==> config.mk <==
export PLATFORM = sky130hd
export DESIGN_NAME = path_edge_setup_flat
export DESIGN_NICKNAME = d
export VERILOG_FILES = /design/src/hw/rtl/pes_pkg.sv /design/src/hw/rtl/pes_if.sv /design/src/hw/rtl/pes_divider.sv /design/src/hw/rtl/pes_multiplier.sv /design/src/hw/rtl/path_edge_setup.sv /design/src/flat_wrapper.sv
export VERILOG_INCLUDE_DIRS = /design/src /design/src/hw/rtl
export SDC_FILE = /design/constraint.sdc
export NUM_CORES = 2
export LEC_CHECK = 0
export ABC_AREA = 1
export BUFFER_PORTS_ARGS = -buffer_cell sky130_fd_sc_hd__buf_2
export CORE_MARGIN = 4
export CORE_UTILIZATION = 51
export DETAILED_ROUTE_END_ITERATION = 10
export PLACE_DENSITY_LB_ADDON = 0.05
export SYNTH_ARGS = -nofsm -noshare
export SYNTH_HDL_FRONTEND = slang
export SYNTH_SLANG_ARGS = --single-unit
==> constraint.sdc <==
create_clock -name clk -period 10.8 [get_ports clk]
set_input_delay 1.08 -clock clk [delete_from_list [all_inputs] [get_ports clk]]
set_output_delay 1.08 -clock clk [all_outputs]
set_load 0.1 [all_outputs]
==> src/hw/rtl/path_edge_setup_assert.svh <==
// ----------------------------------------------------------------------------
// Path edge setup assertion macros
// Shorthand for the concurrent checks at the end of the top level.
// ----------------------------------------------------------------------------
`ifndef PATH_EDGE_SETUP_ASSERT_SVH
`define PATH_EDGE_SETUP_ASSERT_SVH

// Same-cycle implication, sampled on clk and disabled during reset.
`define PES_ASSERT_IMPLIES(lbl, ante, cons, msg) \
    lbl: assert property (@(posedge clk) disable iff (!rst_n) (ante) |-> (cons)) \
        else $error(msg);

// Next-cycle implication, sampled on clk and disabled during reset.
`define PES_ASSERT_NEXT(lbl, ante, cons, msg) \
    lbl: assert property (@(posedge clk) disable iff (!rst_n) (ante) |=> (cons)) \
        else $error(msg);

`endif

==> src/hw/rtl/pes_pkg.sv <==
`timescale 1ns / 1ps
// ----------------------------------------------------------------------------
// Path edge setup package
// Shared widths, codes and state types of the path edge setup block.
// ----------------------------------------------------------------------------
package pes_pkg;

    localparam int WORD_W     = 32;
    localparam int FRAC_BITS  = 16;
    localparam int MAX_ROWS   = 512;
    localparam int ROW_W      = 9;
    localparam int END_W      = 10;
    localparam int OFS_W      = 16;
    localparam int OP_W       = 2;
    localparam int CFG_IDX_W  = 2;
    localparam int CFG_DATA_W = 16;

    // Floored y plus row offset, with room for the sum and the sign.
    localparam int PY_W = WORD_W - FRAC_BITS + 2;

    localparam logic [WORD_W-1:0] HALF_PIXEL = WORD_W'(1) << (FRAC_BITS - 1);
    localparam logic [END_W-1:0]  RASTER_ROWS_RESET = END_W'(MAX_ROWS);

    // Serial divider: two quotient bits per cycle.
    localparam int DIV_DIGIT  = 2;
    localparam int NUM_W      = WORD_W + FRAC_BITS;
    localparam int DIV_ITERS  = (NUM_W + DIV_DIGIT - 1) / DIV_DIGIT;
    localparam int NUM_PAD_W  = DIV_ITERS * DIV_DIGIT;
    localparam int DIV_CNT_W  = $clog2(DIV_ITERS + 1);

    // Serial multiplier: one four-bit digit of the multiplier per cycle.
    localparam int MUL_DIGIT  = 4;
    localparam int MUL_ITERS  = WORD_W / MUL_DIGIT;
    localparam int MUL_CNT_W  = $clog2(MUL_ITERS + 1);
    localparam int ACC_W      = WORD_W + FRAC_BITS;

    typedef enum logic [OP_W-1:0] {
        OP_MOVE  = 2'd0,
        OP_LINE  = 2'd1,
        OP_CLOSE = 2'd2
    } pes_op_t;

    typedef enum logic [CFG_IDX_W-1:0] {
        CFG_ROW_OFFSET    = 2'd0,
        CFG_COLUMN_OFFSET = 2'd1,
        CFG_RASTER_ROWS   = 2'd2
    } pes_cfg_t;

    typedef enum logic [2:0] {
        ST_IDLE,
        ST_CLIP,
        ST_PREP,
        ST_DIVIDE,
        ST_MULT,
        ST_FINISH
    } pes_state_t;

endpackage

==> src/hw/rtl/pes_if.sv <==
`timescale 1ns / 1ps
// ----------------------------------------------------------------------------
// Path edge setup channels
// Valid/ready channels for path command words and edge words.
// ----------------------------------------------------------------------------
interface pes_cmd_if import pes_pkg::*; ();
    logic                     valid;
    logic                     ready;
    logic [OP_W-1:0]          opcode;
    logic signed [WORD_W-1:0] point_x;
    logic signed [WORD_W-1:0] point_y;

    modport source (output valid, output opcode, output point_x, output point_y,
                    input ready);
    modport sink   (input valid, input opcode, input point_x, input point_y,
                    output ready);
endinterface

interface pes_edge_if import pes_pkg::*; ();
    logic                     valid;
    logic                     ready;
    logic [ROW_W-1:0]         first_row;
    logic [END_W-1:0]         end_row;
    logic signed [WORD_W-1:0] start_x;
    logic signed [WORD_W-1:0] x_step;
    logic                     upward;

    modport source (output valid, output first_row, output end_row, output start_x,
                    output x_step, output upward, input ready);
    modport sink   (input valid, input first_row, input end_row, input start_x,
                    input x_step, input upward, output ready);
endinterface

==> src/hw/rtl/pes_divider.sv <==
`timescale 1ns / 1ps
// ----------------------------------------------------------------------------
// Path edge setup divider
// Serial restoring divider for the x step: (dividend << FRAC_BITS) / divisor,
// truncated toward zero, low word of the quotient.
// ----------------------------------------------------------------------------
module pes_divider import pes_pkg::*;
(
    input  logic              clk,
    input  logic              rst_n,
    input  logic              start,
    input  logic [WORD_W-1:0] dividend,
    input  logic [WORD_W-1:0] divisor,
    output logic              done,
    output logic [WORD_W-1:0] quotient
);

    logic                 busy_reg, busy_next;
    logic                 done_reg, done_next;
    logic [DIV_CNT_W-1:0] cnt_reg, cnt_next;
    logic [NUM_PAD_W-1:0] num_reg, num_next;
    logic [WORD_W-1:0]    rem_reg, rem_next;
    logic [WORD_W-1:0]    dvs_reg, dvs_next;
    logic                 neg_reg, neg_next;

    logic [WORD_W-1:0]    abs_dividend;
    logic [WORD_W-1:0]    abs_divisor;
    logic [NUM_PAD_W-1:0] num_t;
    logic [WORD_W-1:0]    rem_t;
    logic [WORD_W:0]      trial;

    assign abs_dividend = dividend[WORD_W-1] ? (~dividend + WORD_W'(1)) : dividend;
    assign abs_divisor  = divisor[WORD_W-1] ? (~divisor + WORD_W'(1)) : divisor;

    // The numerator register shifts out dividend bits at the top while the
    // quotient bits shift in at the bottom.
    always_comb
    begin
        num_t = num_reg;
        rem_t = rem_reg;
        trial = '0;
        for (int i = 0; i < DIV_DIGIT; i++)
        begin
            trial = {rem_t, num_t[NUM_PAD_W-1]};
            num_t = {num_t[NUM_PAD_W-2:0], 1'b0};
            if (trial >= {1'b0, dvs_reg})
            begin
                trial    = trial - {1'b0, dvs_reg};
                num_t[0] = 1'b1;
            end
            rem_t = trial[WORD_W-1:0];
        end
    end

    always_comb
    begin
        busy_next = busy_reg;
        done_next = 1'b0;
        cnt_next  = cnt_reg;
        num_next  = num_reg;
        rem_next  = rem_reg;
        dvs_next  = dvs_reg;
        neg_next  = neg_reg;
        if (start)
        begin
            busy_next = 1'b1;
            cnt_next  = DIV_CNT_W'(DIV_ITERS);
            num_next  = NUM_PAD_W'({abs_dividend, {FRAC_BITS{1'b0}}});
            rem_next  = '0;
            dvs_next  = abs_divisor;
            neg_next  = dividend[WORD_W-1] ^ divisor[WORD_W-1];
        end
        else if (busy_reg)
        begin
            num_next = num_t;
            rem_next = rem_t;
            cnt_next = cnt_reg - DIV_CNT_W'(1);
            if (cnt_reg == DIV_CNT_W'(1))
            begin
                busy_next = 1'b0;
                done_next = 1'b1;
            end
        end
    end

    always_ff @(posedge clk or negedge rst_n)
    begin
        if (!rst_n)
        begin
            busy_reg <= 1'b0;
            done_reg <= 1'b0;
            cnt_reg  <= '0;
        end
        else
        begin
            busy_reg <= busy_next;
            done_reg <= done_next;
            cnt_reg  <= cnt_next;
        end
    end

    always_ff @(posedge clk)
    begin
        num_reg <= num_next;
        rem_reg <= rem_next;
        dvs_reg <= dvs_next;
        neg_reg <= neg_next;
    end

    assign done     = done_reg;
    assign quotient = neg_reg ? (~num_reg[WORD_W-1:0] + WORD_W'(1)) : num_reg[WORD_W-1:0];

endmodule

==> src/hw/rtl/pes_multiplier.sv <==
`timescale 1ns / 1ps
// ----------------------------------------------------------------------------
// Path edge setup multiplier
// Digit-serial signed multiplier; returns the product shifted right by
// FRAC_BITS (floor), low word only.
// ----------------------------------------------------------------------------
module pes_multiplier import pes_pkg::*;
(
    input  logic              clk,
    input  logic              rst_n,
    input  logic              start,
    input  logic [WORD_W-1:0] mcand,
    input  logic [WORD_W-1:0] mplier,
    output logic              done,
    output logic [WORD_W-1:0] product
);

    logic                 busy_reg, busy_next;
    logic                 done_reg, done_next;
    logic [MUL_CNT_W-1:0] cnt_reg, cnt_next;
    logic [ACC_W-1:0]     acc_reg, acc_next;
    logic [ACC_W-1:0]     mcand_reg, mcand_next;
    logic [WORD_W-1:0]    mplier_reg, mplier_next;

    logic                           last_digit;
    logic signed [MUL_DIGIT:0]      digit_s;
    logic signed [ACC_W+MUL_DIGIT:0] term;

    // The top digit of the multiplier carries the sign weight.
    assign last_digit = (cnt_reg == MUL_CNT_W'(1));
    assign digit_s    = {last_digit & mplier_reg[MUL_DIGIT-1], mplier_reg[MUL_DIGIT-1:0]};
    assign term       = $signed(mcand_reg) * digit_s;

    always_comb
    begin
        busy_next   = busy_reg;
        done_next   = 1'b0;
        cnt_next    = cnt_reg;
        acc_next    = acc_reg;
        mcand_next  = mcand_reg;
        mplier_next = mplier_reg;
        if (start)
        begin
            busy_next   = 1'b1;
            cnt_next    = MUL_CNT_W'(MUL_ITERS);
            acc_next    = '0;
            mcand_next  = ACC_W'($signed(mcand));
            mplier_next = mplier;
        end
        else if (busy_reg)
        begin
            acc_next    = acc_reg + term[ACC_W-1:0];
            mcand_next  = mcand_reg << MUL_DIGIT;
            mplier_next = mplier_reg >> MUL_DIGIT;
            cnt_next    = cnt_reg - MUL_CNT_W'(1);
            if (last_digit)
            begin
                busy_next = 1'b0;
                done_next = 1'b1;
            end
        end
    end

    always_ff @(posedge clk or negedge rst_n)
    begin
        if (!rst_n)
        begin
            busy_reg <= 1'b0;
            done_reg <= 1'b0;
            cnt_reg  <= '0;
        end
        else
        begin
            busy_reg <= busy_next;
            done_reg <= done_next;
            cnt_reg  <= cnt_next;
        end
    end

    always_ff @(posedge clk)
    begin
        acc_reg    <= acc_next;
        mcand_reg  <= mcand_next;
        mplier_reg <= mplier_next;
    end

    assign done    = done_reg;
    assign product = acc_reg[ACC_W-1:FRAC_BITS];

endmodule

==> src/hw/rtl/path_edge_setup.sv <==
`timescale 1ns / 1ps
// ----------------------------------------------------------------------------
// Path edge setup
// Turns move, line and close path commands into clipped scanline edges.
// ----------------------------------------------------------------------------
// Commands arrive on the cmd channel, one word per move, line or close with a
// 16.16 point. Each command yields at most one edge word on the edges channel:
// first and end row, x at the center of the first row, x step per row and
// direction. A move while a path is open first yields the closing edge.
// Offsets and the raster height are set through the cfg write port; the user
// must write them only while the block is idle; the block does not enforce it.
// After a command is accepted, the block clips the rows of the edge, then
// computes the offset of the first row center and starts the divider, runs the
// divider (two quotient bits a cycle over the 48-bit numerator), starts the
// multiplier, runs it (one 4-bit digit a cycle), then picks up the product and
// loads the output register. cmd is ready again in the cycle after the load. A
// command that yields no edge leaves the block idle or returns it to idle from
// the clip step. One command is in work at a time; cmd is ready only between
// commands. The edge word sits in an output register, so the next command is
// taken while it waits; if the receiver stalls, a finished edge waits until
// the register frees up. Reset closes any path, zeroes the pen and start
// points and restores the registers to offsets 0 and 512 rows.
// ----------------------------------------------------------------------------
`include "path_edge_setup_assert.svh"

module path_edge_setup import pes_pkg::*;
(
    input  logic                  clk,
    input  logic                  rst_n,
    input  logic                  cfg_we,
    input  logic [CFG_IDX_W-1:0]  cfg_index,
    input  logic [CFG_DATA_W-1:0] cfg_data,
    pes_cmd_if.sink               cmd,
    pes_edge_if.source            edges
);

    pes_state_t state_reg, state_next;

    logic signed [OFS_W-1:0] row_offset_reg, row_offset_next;
    logic signed [OFS_W-1:0] column_offset_reg, column_offset_next;
    logic [END_W-1:0]        raster_rows_reg, raster_rows_next;

    logic [WORD_W-1:0] start_px_reg, start_px_next;
    logic [WORD_W-1:0] start_py_reg, start_py_next;
    logic [WORD_W-1:0] pen_x_reg, pen_x_next;
    logic [WORD_W-1:0] pen_y_reg, pen_y_next;
    logic              path_active_reg, path_active_next;

    logic [WORD_W-1:0] ax_reg, ax_next;
    logic [WORD_W-1:0] ay_reg, ay_next;
    logic [WORD_W-1:0] bx_reg, bx_next;
    logic [WORD_W-1:0] by_reg, by_next;
    logic [WORD_W-1:0] x0_reg, x0_next;
    logic [WORD_W-1:0] y0_reg, y0_next;
    logic [WORD_W-1:0] x1_reg, x1_next;
    logic [WORD_W-1:0] y1_reg, y1_next;
    logic [ROW_W-1:0]  top_reg, top_next;
    logic [END_W-1:0]  bottom_reg, bottom_next;
    logic              up_reg, up_next;
    logic [WORD_W-1:0] sy_reg, sy_next;
    logic [WORD_W-1:0] step_reg, step_next;
    logic [WORD_W-1:0] start_x_reg, start_x_next;
    logic [ROW_W-1:0]  first_row_reg, first_row_next;
    logic [END_W-1:0]  end_row_reg, end_row_next;
    logic [WORD_W-1:0] x_step_reg, x_step_next;
    logic              upward_reg, upward_next;
    logic              out_valid_reg, out_valid_next;

    logic cmd_ready;
    logic div_start, div_done;
    logic mul_start, mul_done;
    logic [WORD_W-1:0] div_quotient;
    logic [WORD_W-1:0] mul_product;
    logic [WORD_W-1:0] dx, dy;

    logic signed [PY_W-1:0] py_a, py_b, py_lo, py_hi, height_s;
    logic [END_W-1:0]       height;
    logic                   swap;
    logic                   no_edge;
    logic [WORD_W-1:0]      row_diff;
    logic [WORD_W-1:0]      col_term;

    // Row clipping on the endpoints latched at command accept.
    assign py_a     = PY_W'(signed'(ay_reg[WORD_W-1:FRAC_BITS])) + PY_W'(row_offset_reg);
    assign py_b     = PY_W'(signed'(by_reg[WORD_W-1:FRAC_BITS])) + PY_W'(row_offset_reg);
    assign swap     = (py_a > py_b);
    assign py_lo    = swap ? py_b : py_a;
    assign py_hi    = swap ? py_a : py_b;
    assign height   = (raster_rows_reg > END_W'(MAX_ROWS)) ? END_W'(MAX_ROWS)
                                                           : raster_rows_reg;
    assign height_s = PY_W'(height);
    // A zero raster height leaves no row to cover.
    assign no_edge  = (py_a == py_b) || (py_hi <= 0) || (py_lo >= height_s) ||
                      (height == '0);

    assign dx       = x1_reg - x0_reg;
    assign dy       = y1_reg - y0_reg;
    assign row_diff = WORD_W'(top_reg) - WORD_W'(row_offset_reg);
    assign col_term = WORD_W'(column_offset_reg) << FRAC_BITS;

    always_comb
    begin
        state_next         = state_reg;
        row_offset_next    = row_offset_reg;
        column_offset_next = column_offset_reg;
        raster_rows_next   = raster_rows_reg;
        start_px_next      = start_px_reg;
        start_py_next      = start_py_reg;
        pen_x_next         = pen_x_reg;
        pen_y_next         = pen_y_reg;
        path_active_next   = path_active_reg;
        ax_next            = ax_reg;
        ay_next            = ay_reg;
        bx_next            = bx_reg;
        by_next            = by_reg;
        x0_next            = x0_reg;
        y0_next            = y0_reg;
        x1_next            = x1_reg;
        y1_next            = y1_reg;
        top_next           = top_reg;
        bottom_next        = bottom_reg;
        up_next            = up_reg;
        sy_next            = sy_reg;
        step_next          = step_reg;
        start_x_next       = start_x_reg;
        first_row_next     = first_row_reg;
        end_row_next       = end_row_reg;
        x_step_next        = x_step_reg;
        upward_next        = upward_reg;
        out_valid_next     = out_valid_reg && !edges.ready;
        cmd_ready          = 1'b0;
        div_start          = 1'b0;
        mul_start          = 1'b0;

        if (cfg_we)
        begin
            case (pes_cfg_t'(cfg_index))
                CFG_ROW_OFFSET:    row_offset_next    = cfg_data;
                CFG_COLUMN_OFFSET: column_offset_next = cfg_data;
                CFG_RASTER_ROWS:   raster_rows_next   = cfg_data[END_W-1:0];
                default:           ;
            endcase
        end

        case (state_reg)
            ST_IDLE:
            begin
                cmd_ready = 1'b1;
                if (cmd.valid)
                begin
                    // Endpoint A is always the pen; B is the new point or the start.
                    ax_next = pen_x_reg;
                    ay_next = pen_y_reg;
                    bx_next = start_px_reg;
                    by_next = start_py_reg;
                    case (pes_op_t'(cmd.opcode))
                        OP_MOVE:
                        begin
                            if (path_active_reg)
                            begin
                                state_next = ST_CLIP;
                            end
                            start_px_next    = cmd.point_x;
                            start_py_next    = cmd.point_y;
                            pen_x_next       = cmd.point_x;
                            pen_y_next       = cmd.point_y;
                            path_active_next = 1'b1;
                        end
                        OP_LINE:
                        begin
                            if (path_active_reg)
                            begin
                                bx_next    = cmd.point_x;
                                by_next    = cmd.point_y;
                                pen_x_next = cmd.point_x;
                                pen_y_next = cmd.point_y;
                                state_next = ST_CLIP;
                            end
                        end
                        OP_CLOSE:
                        begin
                            if (path_active_reg)
                            begin
                                path_active_next = 1'b0;
                                state_next       = ST_CLIP;
                            end
                        end
                        default: ;
                    endcase
                end
            end
            ST_CLIP:
            begin
                if (no_edge)
                begin
                    state_next = ST_IDLE;
                end
                else
                begin
                    x0_next     = swap ? bx_reg : ax_reg;
                    y0_next     = swap ? by_reg : ay_reg;
                    x1_next     = swap ? ax_reg : bx_reg;
                    y1_next     = swap ? ay_reg : by_reg;
                    up_next     = swap;
                    top_next    = (py_lo < 0) ? '0 : py_lo[ROW_W-1:0];
                    bottom_next = (py_hi > height_s) ? height : py_hi[END_W-1:0];
                    state_next  = ST_PREP;
                end
            end
            ST_PREP:
            begin
                div_start  = 1'b1;
                // Offset of the first row center from the top endpoint.
                sy_next    = (row_diff << FRAC_BITS) + HALF_PIXEL - y0_reg;
                state_next = ST_DIVIDE;
            end
            ST_DIVIDE:
            begin
                if (div_done)
                begin
                    step_next  = div_quotient;
                    mul_start  = 1'b1;
                    state_next = ST_MULT;
                end
            end
            ST_MULT:
            begin
                if (mul_done)
                begin
                    state_next = ST_FINISH;
                end
            end
            ST_FINISH:
            begin
                if (!out_valid_reg || edges.ready)
                begin
                    start_x_next   = x0_reg + mul_product + col_term;
                    first_row_next = top_reg;
                    end_row_next   = bottom_reg;
                    x_step_next    = step_reg;
                    upward_next    = up_reg;
                    out_valid_next = 1'b1;
                    state_next     = ST_IDLE;
                end
            end
            default:
            begin
                state_next = ST_IDLE;
            end
        endcase
    end

    always_ff @(posedge clk or negedge rst_n)
    begin
        if (!rst_n)
        begin
            state_reg         <= ST_IDLE;
            row_offset_reg    <= '0;
            column_offset_reg <= '0;
            raster_rows_reg   <= RASTER_ROWS_RESET;
            start_px_reg      <= '0;
            start_py_reg      <= '0;
            pen_x_reg         <= '0;
            pen_y_reg         <= '0;
            path_active_reg   <= 1'b0;
            out_valid_reg     <= 1'b0;
        end
        else
        begin
            state_reg         <= state_next;
            row_offset_reg    <= row_offset_next;
            column_offset_reg <= column_offset_next;
            raster_rows_reg   <= raster_rows_next;
            start_px_reg      <= start_px_next;
            start_py_reg      <= start_py_next;
            pen_x_reg         <= pen_x_next;
            pen_y_reg         <= pen_y_next;
            path_active_reg   <= path_active_next;
            out_valid_reg     <= out_valid_next;
        end
    end

    always_ff @(posedge clk)
    begin
        ax_reg        <= ax_next;
        ay_reg        <= ay_next;
        bx_reg        <= bx_next;
        by_reg        <= by_next;
        x0_reg        <= x0_next;
        y0_reg        <= y0_next;
        x1_reg        <= x1_next;
        y1_reg        <= y1_next;
        top_reg       <= top_next;
        bottom_reg    <= bottom_next;
        up_reg        <= up_next;
        sy_reg        <= sy_next;
        step_reg      <= step_next;
        start_x_reg   <= start_x_next;
        first_row_reg <= first_row_next;
        end_row_reg   <= end_row_next;
        x_step_reg    <= x_step_next;
        upward_reg    <= upward_next;
    end

    pes_divider u_divider
    (
        .clk      (clk),
        .rst_n    (rst_n),
        .start    (div_start),
        .dividend (dx),
        .divisor  (dy),
        .done     (div_done),
        .quotient (div_quotient)
    );

    pes_multiplier u_multiplier
    (
        .clk     (clk),
        .rst_n   (rst_n),
        .start   (mul_start),
        .mcand   (div_quotient),
        .mplier  (sy_reg),
        .done    (mul_done),
        .product (mul_product)
    );

    assign cmd.ready       = cmd_ready;
    assign edges.valid     = out_valid_reg;
    assign edges.first_row = first_row_reg;
    assign edges.end_row   = end_row_reg;
    assign edges.start_x   = start_x_reg;
    assign edges.x_step    = x_step_reg;
    assign edges.upward    = upward_reg;

    // The edge word has its own output register, so work on the next command
    // leaves a waiting word untouched.
    `PES_ASSERT_IMPLIES(a_div_done_state, div_done, state_reg == ST_DIVIDE, "stray divider done")
    `PES_ASSERT_IMPLIES(a_mul_done_state, mul_done, state_reg == ST_MULT, "stray multiplier done")
    `PES_ASSERT_IMPLIES(a_row_order, edges.valid, END_W'(edges.first_row) < edges.end_row, "empty rows")
    `PES_ASSERT_NEXT(a_one_command, cmd.valid && cmd.ready && state_next != ST_IDLE, !cmd.ready, "ready in work")

endmodule

==> src/flat_wrapper.sv <==
// flat-port wrapper written by rule: the top's interface ports become plain ports
module path_edge_setup_flat import pes_pkg::*;
  (clk, rst_n, cfg_we, cfg_index, cfg_data, cmd_valid, cmd_opcode, cmd_point_x, cmd_point_y, cmd_ready, edges_valid, edges_first_row, edges_end_row, edges_start_x, edges_x_step, edges_upward, edges_ready);
  pes_cmd_if cmd_i ();
  pes_edge_if edges_i ();
  input  logic clk;
  input  logic rst_n;
  input  logic cfg_we;
  input  logic [CFG_IDX_W-1:0] cfg_index;
  input  logic [CFG_DATA_W-1:0] cfg_data;
  input wire logic [$bits(cmd_i.valid)-1:0] cmd_valid;
  input wire logic [$bits(cmd_i.opcode)-1:0] cmd_opcode;
  input wire logic [$bits(cmd_i.point_x)-1:0] cmd_point_x;
  input wire logic [$bits(cmd_i.point_y)-1:0] cmd_point_y;
  output wire logic [$bits(cmd_i.ready)-1:0] cmd_ready;
  output wire logic [$bits(edges_i.valid)-1:0] edges_valid;
  output wire logic [$bits(edges_i.first_row)-1:0] edges_first_row;
  output wire logic [$bits(edges_i.end_row)-1:0] edges_end_row;
  output wire logic [$bits(edges_i.start_x)-1:0] edges_start_x;
  output wire logic [$bits(edges_i.x_step)-1:0] edges_x_step;
  output wire logic [$bits(edges_i.upward)-1:0] edges_upward;
  input wire logic [$bits(edges_i.ready)-1:0] edges_ready;
  assign cmd_i.valid = cmd_valid;
  assign cmd_i.opcode = cmd_opcode;
  assign cmd_i.point_x = cmd_point_x;
  assign cmd_i.point_y = cmd_point_y;
  assign cmd_ready = cmd_i.ready;
  assign edges_valid = edges_i.valid;
  assign edges_first_row = edges_i.first_row;
  assign edges_end_row = edges_i.end_row;
  assign edges_start_x = edges_i.start_x;
  assign edges_x_step = edges_i.x_step;
  assign edges_upward = edges_i.upward;
  assign edges_i.ready = edges_ready;
  path_edge_setup u_core (.clk(clk), .rst_n(rst_n), .cfg_we(cfg_we), .cfg_index(cfg_index), .cfg_data(cfg_data), .cmd(cmd_i), .edges(edges_i));
endmodule
==> impl_results.md <==
- R2R depth: 32
- Postcts setup bufs: 0
- CP Data Arrival Time: 7.59 ns
- Die ar.: 114,000 um^2
- CTS tree: done
- Root Driver: clkbuf_16
- Vias per cell: between 5 and 6
- Iter 0 DRT Violations: approximately 3,300
- Yosys reg bits: around 850
- Final net count: 7,147
- CP peak stage delay: between 0.7 and 0.8 ns
- Initial antenna violation count: 8
- Initial core utilization: about half
- Max_slew headroom: between 20% and 30%
- Die height: 338 um
- Post-Layout Cell Count: approximately 8,000
- Fraction of layout instances using a drive strength above 1: between 7 and 8%
- Final Setup Violations: 0
- IO Pins: roughly 180
- Final period utilization: between 60% and 70%
- Clock buffer count from CTS: 97
- Syn Std Cell Area: approximately 56,000 um^2
- Final Max Slew Viols: 0
- Worst skew pair latency: between 0.7 and 0.8 ns
- Pin count of the biggest net entering global routing: 90
- Area contributors post-synth: edfxtp_1, nand2_1, dfrtp_1
- Clock sinks: roughly 850
- Post-Synthesis Net Count: 7,020
- Least-Margin Pin Slew: between 1 and 1.5 ns
- Final antenna-violating net count: 0
- Final Hold Fails: 0
- Ys Warns: 0
- Min cycle time layout: approximately 7.3 ns
- CP endpoint kind: register
- Post-synth top flop: edfxtp_1
- Reg-to-Reg End: u_core.y1_reg[6]
- DRC Markers: 0
- Max Clock Freq: between 100 and 150 MHz
- Sequential area share after synthesis: between 40% and 50%
- Row count: 120
- CP bufs+invs: 4
- Area grow syn2layout: 9.77%
- Worst R2R Setup Slack: ~3.5 ns
- TNS Setup: 0 ns
- CP delay by family, top: simple AND/OR/NAND/NOR gates
- HP Start: u_core.step_reg[10]
- Fillers: around 10,000
- Clock-pin slew on the worst setup and hold paths: 0.06 ns
- Critical Path Slowest Stage Cell: buf_4
- IO Port Bufs: 174
- Number of enable flip-flop cells after synthesis: around 570
- Worst hold stages: 0
- Most Frequent Cell on Critical Path: nand2_1
- Hold crit path type: reg2reg
- Worst Hold Endpoint: u_core.edges.x_step[10]
- GRT Util Overall: 26.6%
- Async set-reset flop share out of synthesis: around 22%
- Post-synth top area cell: edfxtp_1
- Top-area cell type share of the netlist area: between 30% and 40%
- Core footprint: between 100,000 and 150,000 um^2
- Global-route wire length before repair: 240,000 um
- RR Startpoint: u_core.row_offset_reg[0]
- DR vias: about 43,000
- Status: complete, no violations
- Setup crit start kind: register
- WL per Instance: between 15 and 20 um
- CP Max Fanout: just under 80
- Post-cts sizing count: 0
- Max clock buf depth: 3
- Setup ws final: 3.50 ns
- RSZ-0062 raised after global routing: no
- Post-Synthesis Cells: around 6,400
- Overflow after GRT: 0
- Drt first pass iters: 6
- Crit Path Category: reg2reg
- Clock Skews: ~0.042 ns
- Drt total wl: roughly 150,000 um
- HPWL after DPL: between 100,000 and 150,000 um
- H-Tree Depth: 3
- Die X: 338 um
- Unique cell type count in the Yosys netlist: 70
- Total of max-cap violations: 0
- Vias in the first global route: roughly 42,000
- # placed instances: roughly 7,800
- Pre-CTS setup slack: 3.56 ns
- Req. time, crit path: ~11 ns
- Gp weighted congestion: 0.949
- Synth Area per Inst: just under 9 um^2
- Post-CTS Hold Buffers: 0
[cell usage after synthesis, types with 16 or more instances]
cell      instances
nand2_1        1537
inv_1           980
o21ai_0         621
edfxtp_1        569
ha_1            364
a21oi_1         320
nor2_1          299
fa_1            201
xor2_1          193
dfrtp_1         187
nand3_1         156
clkbuf_1        133
xnor2_1          99
dfxtp_1          96
nor3_1           76
o211ai_1         59
nand4_1          46
o21ai_1          37
a31oi_1          34
buf_2            32
o21bai_1         30
or2_2            29
nor4_1           27
a22oi_1          21
o21a_1           20
a21o_1           17
nand2_2          16
[per-stage QoR]
stage	hold slack (ns)	area [um^2]	util [%]
3_5_place_dp	0.405	57800	53.7
2_1_floorplan	0.400	55600	-
6_report	0.418	61000	56.7
4_1_cts	0.419	61000	56.7
3_3_place_gp	0.401	57800	53.7
5_1_grt	0.426	61000	56.7
[layer usage]
layer | GRT usage, % | share of wire (%) | vias up
met5 | 0 | 0.044 | -
met4 | 7.21 | 2.7 | 12
met3 | 5.07 | 6.3 | 213
met2 | 42.5 | 45 | 1151
met1 | 37.4 | 45 | 20400
li1 | - | - | 21300
[worst register-to-register path, delay by kind of cell (launching register included)]
family                   cells  cell delay, ns
AO/OA/AOI/OAI                5            1.23
XOR/XNOR                     1            0.22
adder cells (fa/ha/maj)      4            1.25
buffers and inverters        4            1.79
flip-flops                   1            0.42
AND/OR/NAND/NOR             18            1.89
[layout by cell type, fill, tap and decap left out, types with 97 or more instances in the layout]
cell,n
a21oi_1,320
buf_2,173
clkbuf_16,97
dfrtp_1,187
edfxtp_1,569
fa_1,201
ha_1,364
inv_1,977
nand2_1,1534
nand3_1,155
nor2_1,297
o21ai_0,621
xnor2_1,99
xor2_1,193
[kinds of logic after synthesis]
| kind of cell | after synthesis | synth area share [%] |
|---|---|---|
| simple gates | 2225 | 16.4 |
| compound gates | 1261 | 12.7 |
| buf+inv | 1167 | 8.04 |
| flops | 853 | 42.7 |
| fa+ha+maj | 565 | 15.4 |
| xor+xnor | 295 | 4.69 |
[how the worst max path moves through the flow]
stage                              from              endpoint  slack [ns]  cells past startpoint
2_1_floorplan         u_core.by_reg[16]  u_core.bottom_reg[0]        2.71                     35
3_3_place_gp          u_core.by_reg[16]      u_core.y1_reg[6]        3.70                     33
3_5_place_dp          u_core.by_reg[16]      u_core.y1_reg[9]        3.56                     33
4_1_cts               u_core.by_reg[16]      u_core.y1_reg[6]        3.49                     33
5_1_grt               u_core.ay_reg[16]      u_core.y1_reg[6]        2.91                     34
6_report       u_core.row_offset_reg[0]      u_core.y1_reg[6]        3.50                     32
[final cells by class]
type | instances | area, um^2 | share of cell area (%)
Clock inverter | 54 | 619 | 1.02
Inverter | 990 | 3730 | 6.11
Antenna cell | 2 | 5.00 | 0.00820
Tap cell | 1403 | 1760 | 2.88
Multi-Input combinational cell | 4346 | 27500 | 45.0
Timing Repair Buffer | 205 | 1110 | 1.82
Sequential cell | 853 | 23700 | 38.9
Clock buffer | 130 | 2620 | 4.30
Power is left out: the tool's default activity adds up to more than one toggle a clock period on the data nets, which glitch-free logic cannot reach.
